### src/rtl/assert_macros.svh
// Assertion helpers; clock and reset are passed explicitly at each use.
`ifndef ASSERT_MACROS_SVH
`define ASSERT_MACROS_SVH

`ifndef SYNTHESIS

`define ASSERT_ALWAYS(lbl, clk, rst_n, expr) \
    lbl: assert property (@(posedge clk) disable iff (!rst_n) (expr)) \
        else $error("assertion failed: invariant violated");

`define ASSERT_IMPLIES(lbl, clk, rst_n, ante, cons) \
    lbl: assert property (@(posedge clk) disable iff (!rst_n) (ante) |-> (cons)) \
        else $error("assertion failed: implication violated");

`define ASSERT_NEXT(lbl, clk, rst_n, ante, cons) \
    lbl: assert property (@(posedge clk) disable iff (!rst_n) (ante) |=> (cons)) \
        else $error("assertion failed: next-cycle implication violated");

`else

`define ASSERT_ALWAYS(lbl, clk, rst_n, expr)
`define ASSERT_IMPLIES(lbl, clk, rst_n, ante, cons)
`define ASSERT_NEXT(lbl, clk, rst_n, ante, cons)

`endif

`endif

### src/rtl/rpq_pkg.sv
package rpq_pkg;

    localparam int QUEUE_DEPTH_DEF = 16;

    localparam int ID_W      = 8;
    localparam int PRIO_W    = 8;
    localparam int QUANTUM_W = 8;
    localparam int COUNT_W   = 5;
    localparam int CFG_IDX_W = 1;
    localparam int CFG_W     = 8;

    localparam logic [QUANTUM_W-1:0] QUANTUM_RESET = QUANTUM_W'(3);

    typedef enum logic [1:0] {
        CMD_ENQUEUE = 2'd0,
        CMD_TICK    = 2'd1,
        CMD_PICK    = 2'd2,
        CMD_STEAL   = 2'd3
    } cmd_t;

    localparam logic [CFG_IDX_W-1:0] CFG_QUANTUM = CFG_IDX_W'(0);
    localparam logic [CFG_IDX_W-1:0] CFG_PREEMPT = CFG_IDX_W'(1);

    typedef struct packed {
        cmd_t              cmd;
        logic [ID_W-1:0]   task_id;
        logic [PRIO_W-1:0] prio;
        logic              front_request;
        logic              preempted;
        logic              is_idle;
    } req_t;

    typedef struct packed {
        logic [ID_W-1:0]    out_task;
        logic               out_valid;
        logic               resched_req;
        logic [COUNT_W-1:0] queue_count;
        logic               dropped;
    } rsp_t;

    // Controller to datapath
    typedef struct packed {
        logic load;
        logic exec;
    } ctrl_t;

endpackage

### src/rtl/rpq_ctrl.sv
`include "assert_macros.svh"

module rpq_ctrl
    import rpq_pkg::*;
(
    input  logic  clk,
    input  logic  rst_n,
    input  logic  req_valid,
    output logic  req_ready,
    output logic  rsp_valid,
    input  logic  rsp_ready,
    output ctrl_t ctrl
);

    typedef enum logic [2:0] {
        S_IDLE = 3'b001,
        S_EXEC = 3'b010,
        S_OUT  = 3'b100
    } state_t;

    state_t state_reg;
    state_t state_next;

    // Take the next request in the same cycle the result leaves
    assign req_ready = (state_reg == S_IDLE) || ((state_reg == S_OUT) && rsp_ready);
    assign rsp_valid = (state_reg == S_OUT);
    assign ctrl.load = req_valid && req_ready;
    assign ctrl.exec = (state_reg == S_EXEC);

    always_comb
    begin
        state_next = state_reg;
        unique case (state_reg)
            S_IDLE:
            begin
                if (req_valid)
                begin
                    state_next = S_EXEC;
                end
            end
            S_EXEC:
            begin
                state_next = S_OUT;
            end
            S_OUT:
            begin
                if (rsp_ready)
                begin
                    state_next = req_valid ? S_EXEC : S_IDLE;
                end
            end
            default:
            begin
                state_next = S_IDLE;
            end
        endcase
    end

    always_ff @(posedge clk or negedge rst_n)
    begin
        if (!rst_n)
        begin
            state_reg <= S_IDLE;
        end
        else
        begin
            state_reg <= state_next;
        end
    end

    `ASSERT_NEXT(a_load_then_exec, clk, rst_n, ctrl.load, ctrl.exec)
    `ASSERT_NEXT(a_exec_then_result, clk, rst_n, ctrl.exec, rsp_valid)
    `ASSERT_IMPLIES(a_no_load_on_stall, clk, rst_n, req_ready && rsp_valid, rsp_ready)

endmodule

### src/rtl/rpq_datapath.sv
`include "assert_macros.svh"

module rpq_datapath
    import rpq_pkg::*;
#(
    parameter int DEPTH = QUEUE_DEPTH_DEF
)
(
    input  logic                 clk,
    input  logic                 rst_n,
    input  ctrl_t                ctrl,
    input  req_t                 req,
    input  logic                 cfg_valid,
    input  logic                 cfg_ready,
    input  logic [CFG_IDX_W-1:0] cfg_index,
    input  logic [CFG_W-1:0]     cfg_data,
    output rsp_t                 rsp
);

    localparam int CNT_W = $clog2(DEPTH + 1);
    localparam int IDX_W = $clog2(DEPTH);

    req_t req_reg;
    rsp_t rsp_reg;
    rsp_t rsp_next;

    // Sorted cell row, head at cell 0
    logic [ID_W-1:0]   ids_reg   [DEPTH];
    logic [PRIO_W-1:0] prios_reg [DEPTH];
    logic [ID_W-1:0]   ids_next  [DEPTH];
    logic [PRIO_W-1:0] prios_next[DEPTH];

    logic [CNT_W-1:0]     count_reg, count_next;
    logic [PRIO_W-1:0]    running_prio_reg, running_prio_next;
    logic                 running_idle_reg, running_idle_next;
    logic [QUANTUM_W-1:0] slice_reg, slice_next;
    logic                 resched_reg, resched_next;
    logic                 mark_reg, mark_next;
    logic [QUANTUM_W-1:0] quantum_reg;
    logic                 preempt_en_reg;

    logic             use_front;
    logic             full;
    logic [DEPTH-1:0] keep;
    logic [IDX_W-1:0] tail_idx;

    assign use_front = req_reg.front_request || (req_reg.preempted && mark_reg);
    assign full      = (count_reg == CNT_W'(DEPTH));
    assign tail_idx  = IDX_W'(count_reg - CNT_W'(1));

    // Each live cell decides whether it stays ahead of the new entry
    always_comb
    begin
        for (int i = 0; i < DEPTH; i++)
        begin
            keep[i] = (CNT_W'(i) < count_reg) &&
                      (use_front ? (prios_reg[i] < req_reg.prio)
                                 : (prios_reg[i] <= req_reg.prio));
        end
    end

    always_comb
    begin
        int up;
        int dn;

        up                = 0;
        dn                = 0;
        ids_next          = ids_reg;
        prios_next        = prios_reg;
        count_next        = count_reg;
        running_prio_next = running_prio_reg;
        running_idle_next = running_idle_reg;
        slice_next        = slice_reg;
        resched_next      = resched_reg;
        mark_next         = mark_reg;
        rsp_next          = '0;

        case (req_reg.cmd)
            CMD_ENQUEUE:
            begin
                if (!req_reg.is_idle)
                begin
                    if (full)
                    begin
                        rsp_next.dropped = 1'b1;
                    end
                    else
                    begin
                        for (int i = 0; i < DEPTH; i++)
                        begin
                            dn = (i == 0) ? 0 : i - 1;
                            if (keep[i])
                            begin
                                ids_next[i]   = ids_reg[i];
                                prios_next[i] = prios_reg[i];
                            end
                            else if (i == 0 || keep[IDX_W'(dn)])
                            begin
                                ids_next[i]   = req_reg.task_id;
                                prios_next[i] = req_reg.prio;
                            end
                            else
                            begin
                                ids_next[i]   = ids_reg[IDX_W'(dn)];
                                prios_next[i] = prios_reg[IDX_W'(dn)];
                            end
                        end
                        count_next = count_reg + CNT_W'(1);
                        if (req_reg.preempted)
                        begin
                            mark_next = 1'b0;
                        end
                        else if (preempt_en_reg && (req_reg.prio < running_prio_reg))
                        begin
                            resched_next = 1'b1;
                            if (!running_idle_reg)
                            begin
                                mark_next = 1'b1;
                            end
                        end
                    end
                end
            end
            CMD_TICK:
            begin
                if (!running_idle_reg)
                begin
                    // Saturate at zero; reaching or staying at zero asks to reschedule
                    if (slice_reg != '0)
                    begin
                        slice_next = slice_reg - QUANTUM_W'(1);
                    end
                    if (slice_reg <= QUANTUM_W'(1))
                    begin
                        resched_next = 1'b1;
                    end
                end
            end
            CMD_PICK:
            begin
                resched_next = 1'b0;
                mark_next    = 1'b0;
                if (count_reg != '0)
                begin
                    rsp_next.out_task  = ids_reg[0];
                    rsp_next.out_valid = 1'b1;
                    running_prio_next  = prios_reg[0];
                    running_idle_next  = 1'b0;
                    slice_next         = quantum_reg;
                    for (int i = 0; i < DEPTH; i++)
                    begin
                        up = (i == DEPTH - 1) ? i : i + 1;
                        ids_next[i]   = ids_reg[IDX_W'(up)];
                        prios_next[i] = prios_reg[IDX_W'(up)];
                    end
                    count_next = count_reg - CNT_W'(1);
                end
                else
                begin
                    running_idle_next = 1'b1;
                    running_prio_next = '0;
                    slice_next        = '0;
                end
            end
            CMD_STEAL:
            begin
                if (count_reg != '0)
                begin
                    rsp_next.out_task  = ids_reg[tail_idx];
                    rsp_next.out_valid = 1'b1;
                    count_next         = count_reg - CNT_W'(1);
                end
            end
            default:
            begin
                rsp_next = '0;
            end
        endcase

        rsp_next.resched_req = resched_next;
        rsp_next.queue_count = COUNT_W'(count_next);
    end

    always_ff @(posedge clk)
    begin
        if (ctrl.load)
        begin
            req_reg <= req;
        end
        if (ctrl.exec)
        begin
            ids_reg   <= ids_next;
            prios_reg <= prios_next;
            rsp_reg   <= rsp_next;
        end
    end

    always_ff @(posedge clk or negedge rst_n)
    begin
        if (!rst_n)
        begin
            count_reg        <= '0;
            running_prio_reg <= '0;
            running_idle_reg <= 1'b1;
            slice_reg        <= '0;
            resched_reg      <= 1'b0;
            mark_reg         <= 1'b0;
            quantum_reg      <= QUANTUM_RESET;
            preempt_en_reg   <= 1'b1;
        end
        else
        begin
            if (ctrl.exec)
            begin
                count_reg        <= count_next;
                running_prio_reg <= running_prio_next;
                running_idle_reg <= running_idle_next;
                slice_reg        <= slice_next;
                resched_reg      <= resched_next;
                mark_reg         <= mark_next;
            end
            if (cfg_valid && cfg_ready)
            begin
                unique case (cfg_index)
                    CFG_QUANTUM: quantum_reg    <= cfg_data[QUANTUM_W-1:0];
                    CFG_PREEMPT: preempt_en_reg <= cfg_data[0];
                    default:     quantum_reg    <= quantum_reg;
                endcase
            end
        end
    end

    assign rsp = rsp_reg;

    `ASSERT_ALWAYS(a_count_bound, clk, rst_n, count_reg <= CNT_W'(DEPTH))
    `ASSERT_IMPLIES(a_idle_no_slice, clk, rst_n, running_idle_reg, slice_reg == '0)
    `ASSERT_IMPLIES(a_idle_no_mark, clk, rst_n, running_idle_reg, !mark_reg)

endmodule

### src/rtl/priority_run_queue_with_quantum.sv
// Priority run queue with a round-robin quantum. Tasks wait in a row of
// DEPTH sorted cells (lower priority value first); each request (enqueue,
// tick, pick, steal) is registered on acceptance, applied to the cell row in
// the next cycle, and its response is presented the cycle after. A request is
// accepted in the same cycle that the previous response is taken, so the
// block works on one request at a time, and a response that is not taken
// holds off the next request. Configuration writes are always ready and
// take effect at once.
// No clearing pass follows reset: the cells are tracked by the fill count.
module priority_run_queue_with_quantum
    import rpq_pkg::*;
#(
    parameter int QUEUE_DEPTH = QUEUE_DEPTH_DEF
)
(
    input  logic                 clk,
    input  logic                 rst_n,
    input  logic                 req_valid,
    output logic                 req_ready,
    input  req_t                 req,
    output logic                 rsp_valid,
    input  logic                 rsp_ready,
    output rsp_t                 rsp,
    input  logic                 cfg_valid,
    output logic                 cfg_ready,
    input  logic [CFG_IDX_W-1:0] cfg_index,
    input  logic [CFG_W-1:0]     cfg_data
);

    ctrl_t ctrl;

    assign cfg_ready = 1'b1;

    rpq_ctrl u_ctrl (
        .clk       (clk),
        .rst_n     (rst_n),
        .req_valid (req_valid),
        .req_ready (req_ready),
        .rsp_valid (rsp_valid),
        .rsp_ready (rsp_ready),
        .ctrl      (ctrl)
    );

    rpq_datapath #(
        .DEPTH (QUEUE_DEPTH)
    ) u_datapath (
        .clk       (clk),
        .rst_n     (rst_n),
        .ctrl      (ctrl),
        .req       (req),
        .cfg_valid (cfg_valid),
        .cfg_ready (cfg_ready),
        .cfg_index (cfg_index),
        .cfg_data  (cfg_data),
        .rsp       (rsp)
    );

endmodule
### config.mk
export PLATFORM = sky130hd
export DESIGN_NAME = priority_run_queue_with_quantum
export DESIGN_NICKNAME = d
export VERILOG_FILES = /design/src/rtl/rpq_pkg.sv /design/src/rtl/rpq_ctrl.sv /design/src/rtl/rpq_datapath.sv /design/src/rtl/priority_run_queue_with_quantum.sv
export VERILOG_INCLUDE_DIRS = /design/src /design/src/rtl
export SDC_FILE = /design/constraint.sdc
export NUM_CORES = 1
export LEC_CHECK = 0
export ABC_CLOCK_PERIOD_IN_PS = 9150
export BUFFER_PORTS_ARGS = -buffer_cell sky130_fd_sc_hd__buf_4
export CAP_MARGIN = 25
export CORE_AREA = 2 2 148 259
export CTS_BUF_LIST = sky130_fd_sc_hd__clkbuf_8
export DETAILED_ROUTE_END_ITERATION = 7
export DIE_AREA = 0 0 150 261
export PLACE_DENSITY_LB_ADDON = 0.08
export SYNTH_ARGS = -nofsm -noshare
export SYNTH_HDL_FRONTEND = slang
export SYNTH_HIERARCHICAL = 1
export SYNTH_SLANG_ARGS = --single-unit
### constraint.sdc
create_clock -name clk -period 9.15 [get_ports clk]
set_input_delay 1.83 -clock clk [delete_from_list [all_inputs] [get_ports clk]]
set_output_delay 1.83 -clock clk [all_outputs]
set_load 0.05 [all_outputs]
==> impl.org <==
** Clock tree
- Max clock buf depth :: 3
- Total CTS buffers :: 39
- Library cell used as clock root buffer :: sky130_fd_sc_hd__clkbuf_8
- After clock tree synthesis, the clock-pin slew on the worst setup and hold paths is 60 ps.
- The H-tree was split into 2 levels.
- Once the clock tree was built, the resizer swapped 0 gates to a different size.
- Insertion delay to the later sink of the worst-skew pair :: 570 ps
- TritonCTS clock tree :: yes
- The number of setup buffers added after CTS is 0.
- Quantity of hold-fixing buffers added after cts :: 0
- For this design, the sink count on the clock tree is 217.

** Floorplan
- DIE AREA :: 39200 um^2
- For this configuration, the core starts out at a cell density of 0.346.
- Chip Height :: 261 um
- Number of I/O pins :: 54
- The floorplan has 94 rows.
- Horizontal die dimension :: 150 um
- Core outline area :: 37200 um^2

** Global routing
- After global routing the overflow that remains totals 0.
- Antenna violations before repair :: 1
- Wire length of the first global-routing pass :: 57.5 mm
- The number of global-route vias before repair was 9366.
- In the global route stage, overall resource usage came out at 0.196.
- Pin count of the biggest net entering global routing :: 117

** Drt
- The pre-antenna-repair detailed-routing pass consisted of 5 iterations.
- Routed WL :: 37.5 mm
- For this block, the via count after detailed routing is 9113.
- Dividing the detail-routed via count by the number of cells gives 5.33.
- Once detail routing completed, the nets flagged for antenna violations numbered 0.
- Post-route DRC violation count :: 0
- For this block, the initial DRC count from the detailed router was 559.
- In the final routed layout, each cell accounts on average for 21.9 um.

** Logic synthesis
- For this run, asynchronously set or reset flops after synthesis account for 0.166.
- Ys flop type :: sky130_fd_sc_hd__edfxtp_1
- Count of cell types in the netlist :: 67
- Of all cell types, the one taking the most synthesized area is sky130_fd_sc_hd__edfxtp_1.
- After synthesis the cells add up to 12800 um^2.
- Of the synthesized area, sequential elements account for 0.494.
- Synthesis Warnings :: 6
- Proportion of netlist area held by the largest area contributor :: 0.423
- In the post-synthesis netlist, the biggest area contributors are sky130_fd_sc_hd__edfxtp_1, sky130_fd_sc_hd__mux2i_1, sky130_fd_sc_hd__ha_1.
- Counting flops and latches in the post-synthesis netlist gives 217.
- Synthesis produced 1172 cells.
- Synth Area per Inst :: 11.0 um^2
- Number of enable-type register cells in the synthesized netlist :: 181

** Power
- Static power due to leakage :: 5.51 nW
- Power spread over the standard cell area amounts to 286 nW/um^2.
- Total power draw :: 0.00411 W
- VDD IR max :: 0.158 mV

** STA
- The final max-slew violation count was 0.
- Peak clock frequency supported by timing :: 0.226 GHz
- The worst path needs 4420 ps of the cycle, external delays included.
- On the final layout, the worst clock skew is 45.2 ps.
- Adding up every negative setup slack in the final design gives 0 ps.
- Crit share post-route :: 0.483
- Endpoints failing setup :: 0
- The number of endpoints with negative hold slack in the final report came to 0.
- Measured against its own limit, the worst slew margin works out to 0.319.
- Setup repair after global routing left no endpoint under its margin.
- At the pin with the least slew margin, the transition time is 1020 ps.

** Critical path
- Slowest stage cell, crit path :: sky130_fd_sc_hd__mux2i_1
- CP peak stage delay :: 260 ps
- Element type at the critical path end :: primary output
- Crit path top cell by count :: sky130_fd_sc_hd__buf_4
- List of cells traversed by the critical path :: buf_4 > nor2b_1 > mux2i_1 > nor2_1 > buf_4
- STA classifies the critical path startpoint as an input port.
- Along the worst path, the maximum fanout reaches 3.
- For the worst setup path, the data required time is 7320 ps.
- STA puts the critical path data arrival time at 2590 ps.
- The worst setup path is of the in2out kind.

** Placement
- Port buffer count :: 52
- Weighted congestion reported at the end of routability-driven placement :: 0.800
- Half-perimeter wire length after placement :: 25.3 mm

** Layout
- Compared with the post-synthesis result, the final layout area differs by 11.7%.
- Most frequent cells in the layout :: sky130_fd_sc_hd__nand2_1, sky130_fd_sc_hd__edfxtp_1, sky130_fd_sc_hd__o21ai_0, sky130_fd_sc_hd__mux2i_1, sky130_fd_sc_hd__ha_1
- Of the cells placed in the final design, the portion with a size suffix greater than 1 is 0.151.
- In the final design database the tool counted 1327 nets.
- Storage cell area :: 6340 um^2
- Multi-input logic area :: 6010 um^2
- After filler insertion, the fill cell instance count of the layout stands at 3720.
- Commonest non-fill, non-tap cell in the layout :: sky130_fd_sc_hd__nand2_1

** Worst hold path
- Hold crit path type :: reg2reg

** Outcome
- Result of the run :: finished clean

** Flow run
- Maximum Capacitance Violations :: 0
## worst paths after layout
kind,start,to,slack [ps],cells after the start
max,rsp_ready,req_ready,4730,5
min,u_datapath/running_idle_reg,u_datapath/running_idle_reg,490,2
max reg2reg,u_datapath/count_reg[0],u_datapath/ids_reg[111],5480,8
min reg2reg,u_datapath/running_idle_reg,u_datapath/running_idle_reg,490,2
max in group asynchronous,rst_n,u_datapath/quantum_reg[1],7540,1
min in group asynchronous,rst_n,u_datapath/running_prio_reg[1],1220,1
## kinds of logic (layout without fill, tap and decap cells)
kind of cell,Yosys count,in the layout,synth area share
simple gates,336,336,0.121
flops,217,217,0.494
buf+inv,115,171,0.0476
fa+ha+maj,84,84,0.0818
compound gates,278,278,0.128
other cells,1,4,0.000292
mux,135,135,0.122
xor+xnor,6,6,0.00468
## final cells by class
| class | count | area share |
|---|---|---|
| multi-input cells | 842 | 0.419 |
| diodes | 1 | 0.000174 |
| clock buffers | 41 | 0.0393 |
| clock inverters | 22 | 0.00855 |
| well taps | 480 | 0.0419 |
| inverters | 34 | 0.00890 |
| flip-flops and latches | 217 | 0.442 |
| repair buffers | 74 | 0.0401 |
## per-layer routing
metal | share of wire | wire length (um) | vias up | track usage
li1 | - | - | 4425 | -
met1 | 0.39 | 14600 | 4442 | 0.225
met2 | 0.54 | 20300 | 176 | 0.366
met3 | 0.035 | 1310 | 70 | 0.0253
met4 | 0.035 | 1320 | 0 | 0.0729
met5 | 0 | 0 | - | 0
## critical path: cells and delay by family
family	cells	cell delay [ps]
simple gates	2	190
buf+inv	2	300
mux	1	260
## Yosys cell counts, types with 5 or more instances
cell type                  number
sky130_fd_sc_hd__inv_1         34
sky130_fd_sc_hd__xnor2_1        5
sky130_fd_sc_hd__a22oi_1       12
sky130_fd_sc_hd__nor2b_1       13
sky130_fd_sc_hd__a22o_1         8
sky130_fd_sc_hd__ha_1          84
sky130_fd_sc_hd__buf_6         14
sky130_fd_sc_hd__or3_1          5
sky130_fd_sc_hd__o21ai_0      121
sky130_fd_sc_hd__a21oi_1       38
sky130_fd_sc_hd__nand2_1      188
sky130_fd_sc_hd__o211ai_1       7
sky130_fd_sc_hd__dfstp_2        5
sky130_fd_sc_hd__nor2_1        31
sky130_fd_sc_hd__buf_2         16
sky130_fd_sc_hd__mux2i_1      106
sky130_fd_sc_hd__nand3_1       42
sky130_fd_sc_hd__edfxtp_1     181
sky130_fd_sc_hd__a21o_1         9
sky130_fd_sc_hd__nor3b_1        7
sky130_fd_sc_hd__mux4_2        16
sky130_fd_sc_hd__mux2_2        13
sky130_fd_sc_hd__o21ai_1       41
sky130_fd_sc_hd__clkbuf_1      42
sky130_fd_sc_hd__dfrtp_1       31
sky130_fd_sc_hd__nand4_1       20
sky130_fd_sc_hd__buf_4          6
sky130_fd_sc_hd__a211oi_1       7
## through the flow
stage | instances | util | hold slack, ps | setup slack [ps] | instance area [um^2]
finish | 1711 | 0.386 | 491 | 4730 | 14300
global route | 1711 | 0.386 | 510 | 4700 | 14300
CTS | 1709 | 0.385 | 493 | 4730 | 14300
detailed placement | 1646 | 0.367 | 484 | 4730 | 13600
global placement | 1646 | 0.367 | 487 | 4720 | 13600
floorplan | 1174 | - | 468 | 4630 | 12800
## where the power goes
part | internal [W] | total (W) | switching [W] | leakage, nW
combinational | 0.000691 | 0.00177 | 0.00108 | 3.01
clock | 0.000439 | 0.000865 | 0.000426 | 0.406
sequential | 0.00131 | 0.00147 | 0.000158 | 2.09
(Power assumes the default switching activity.)
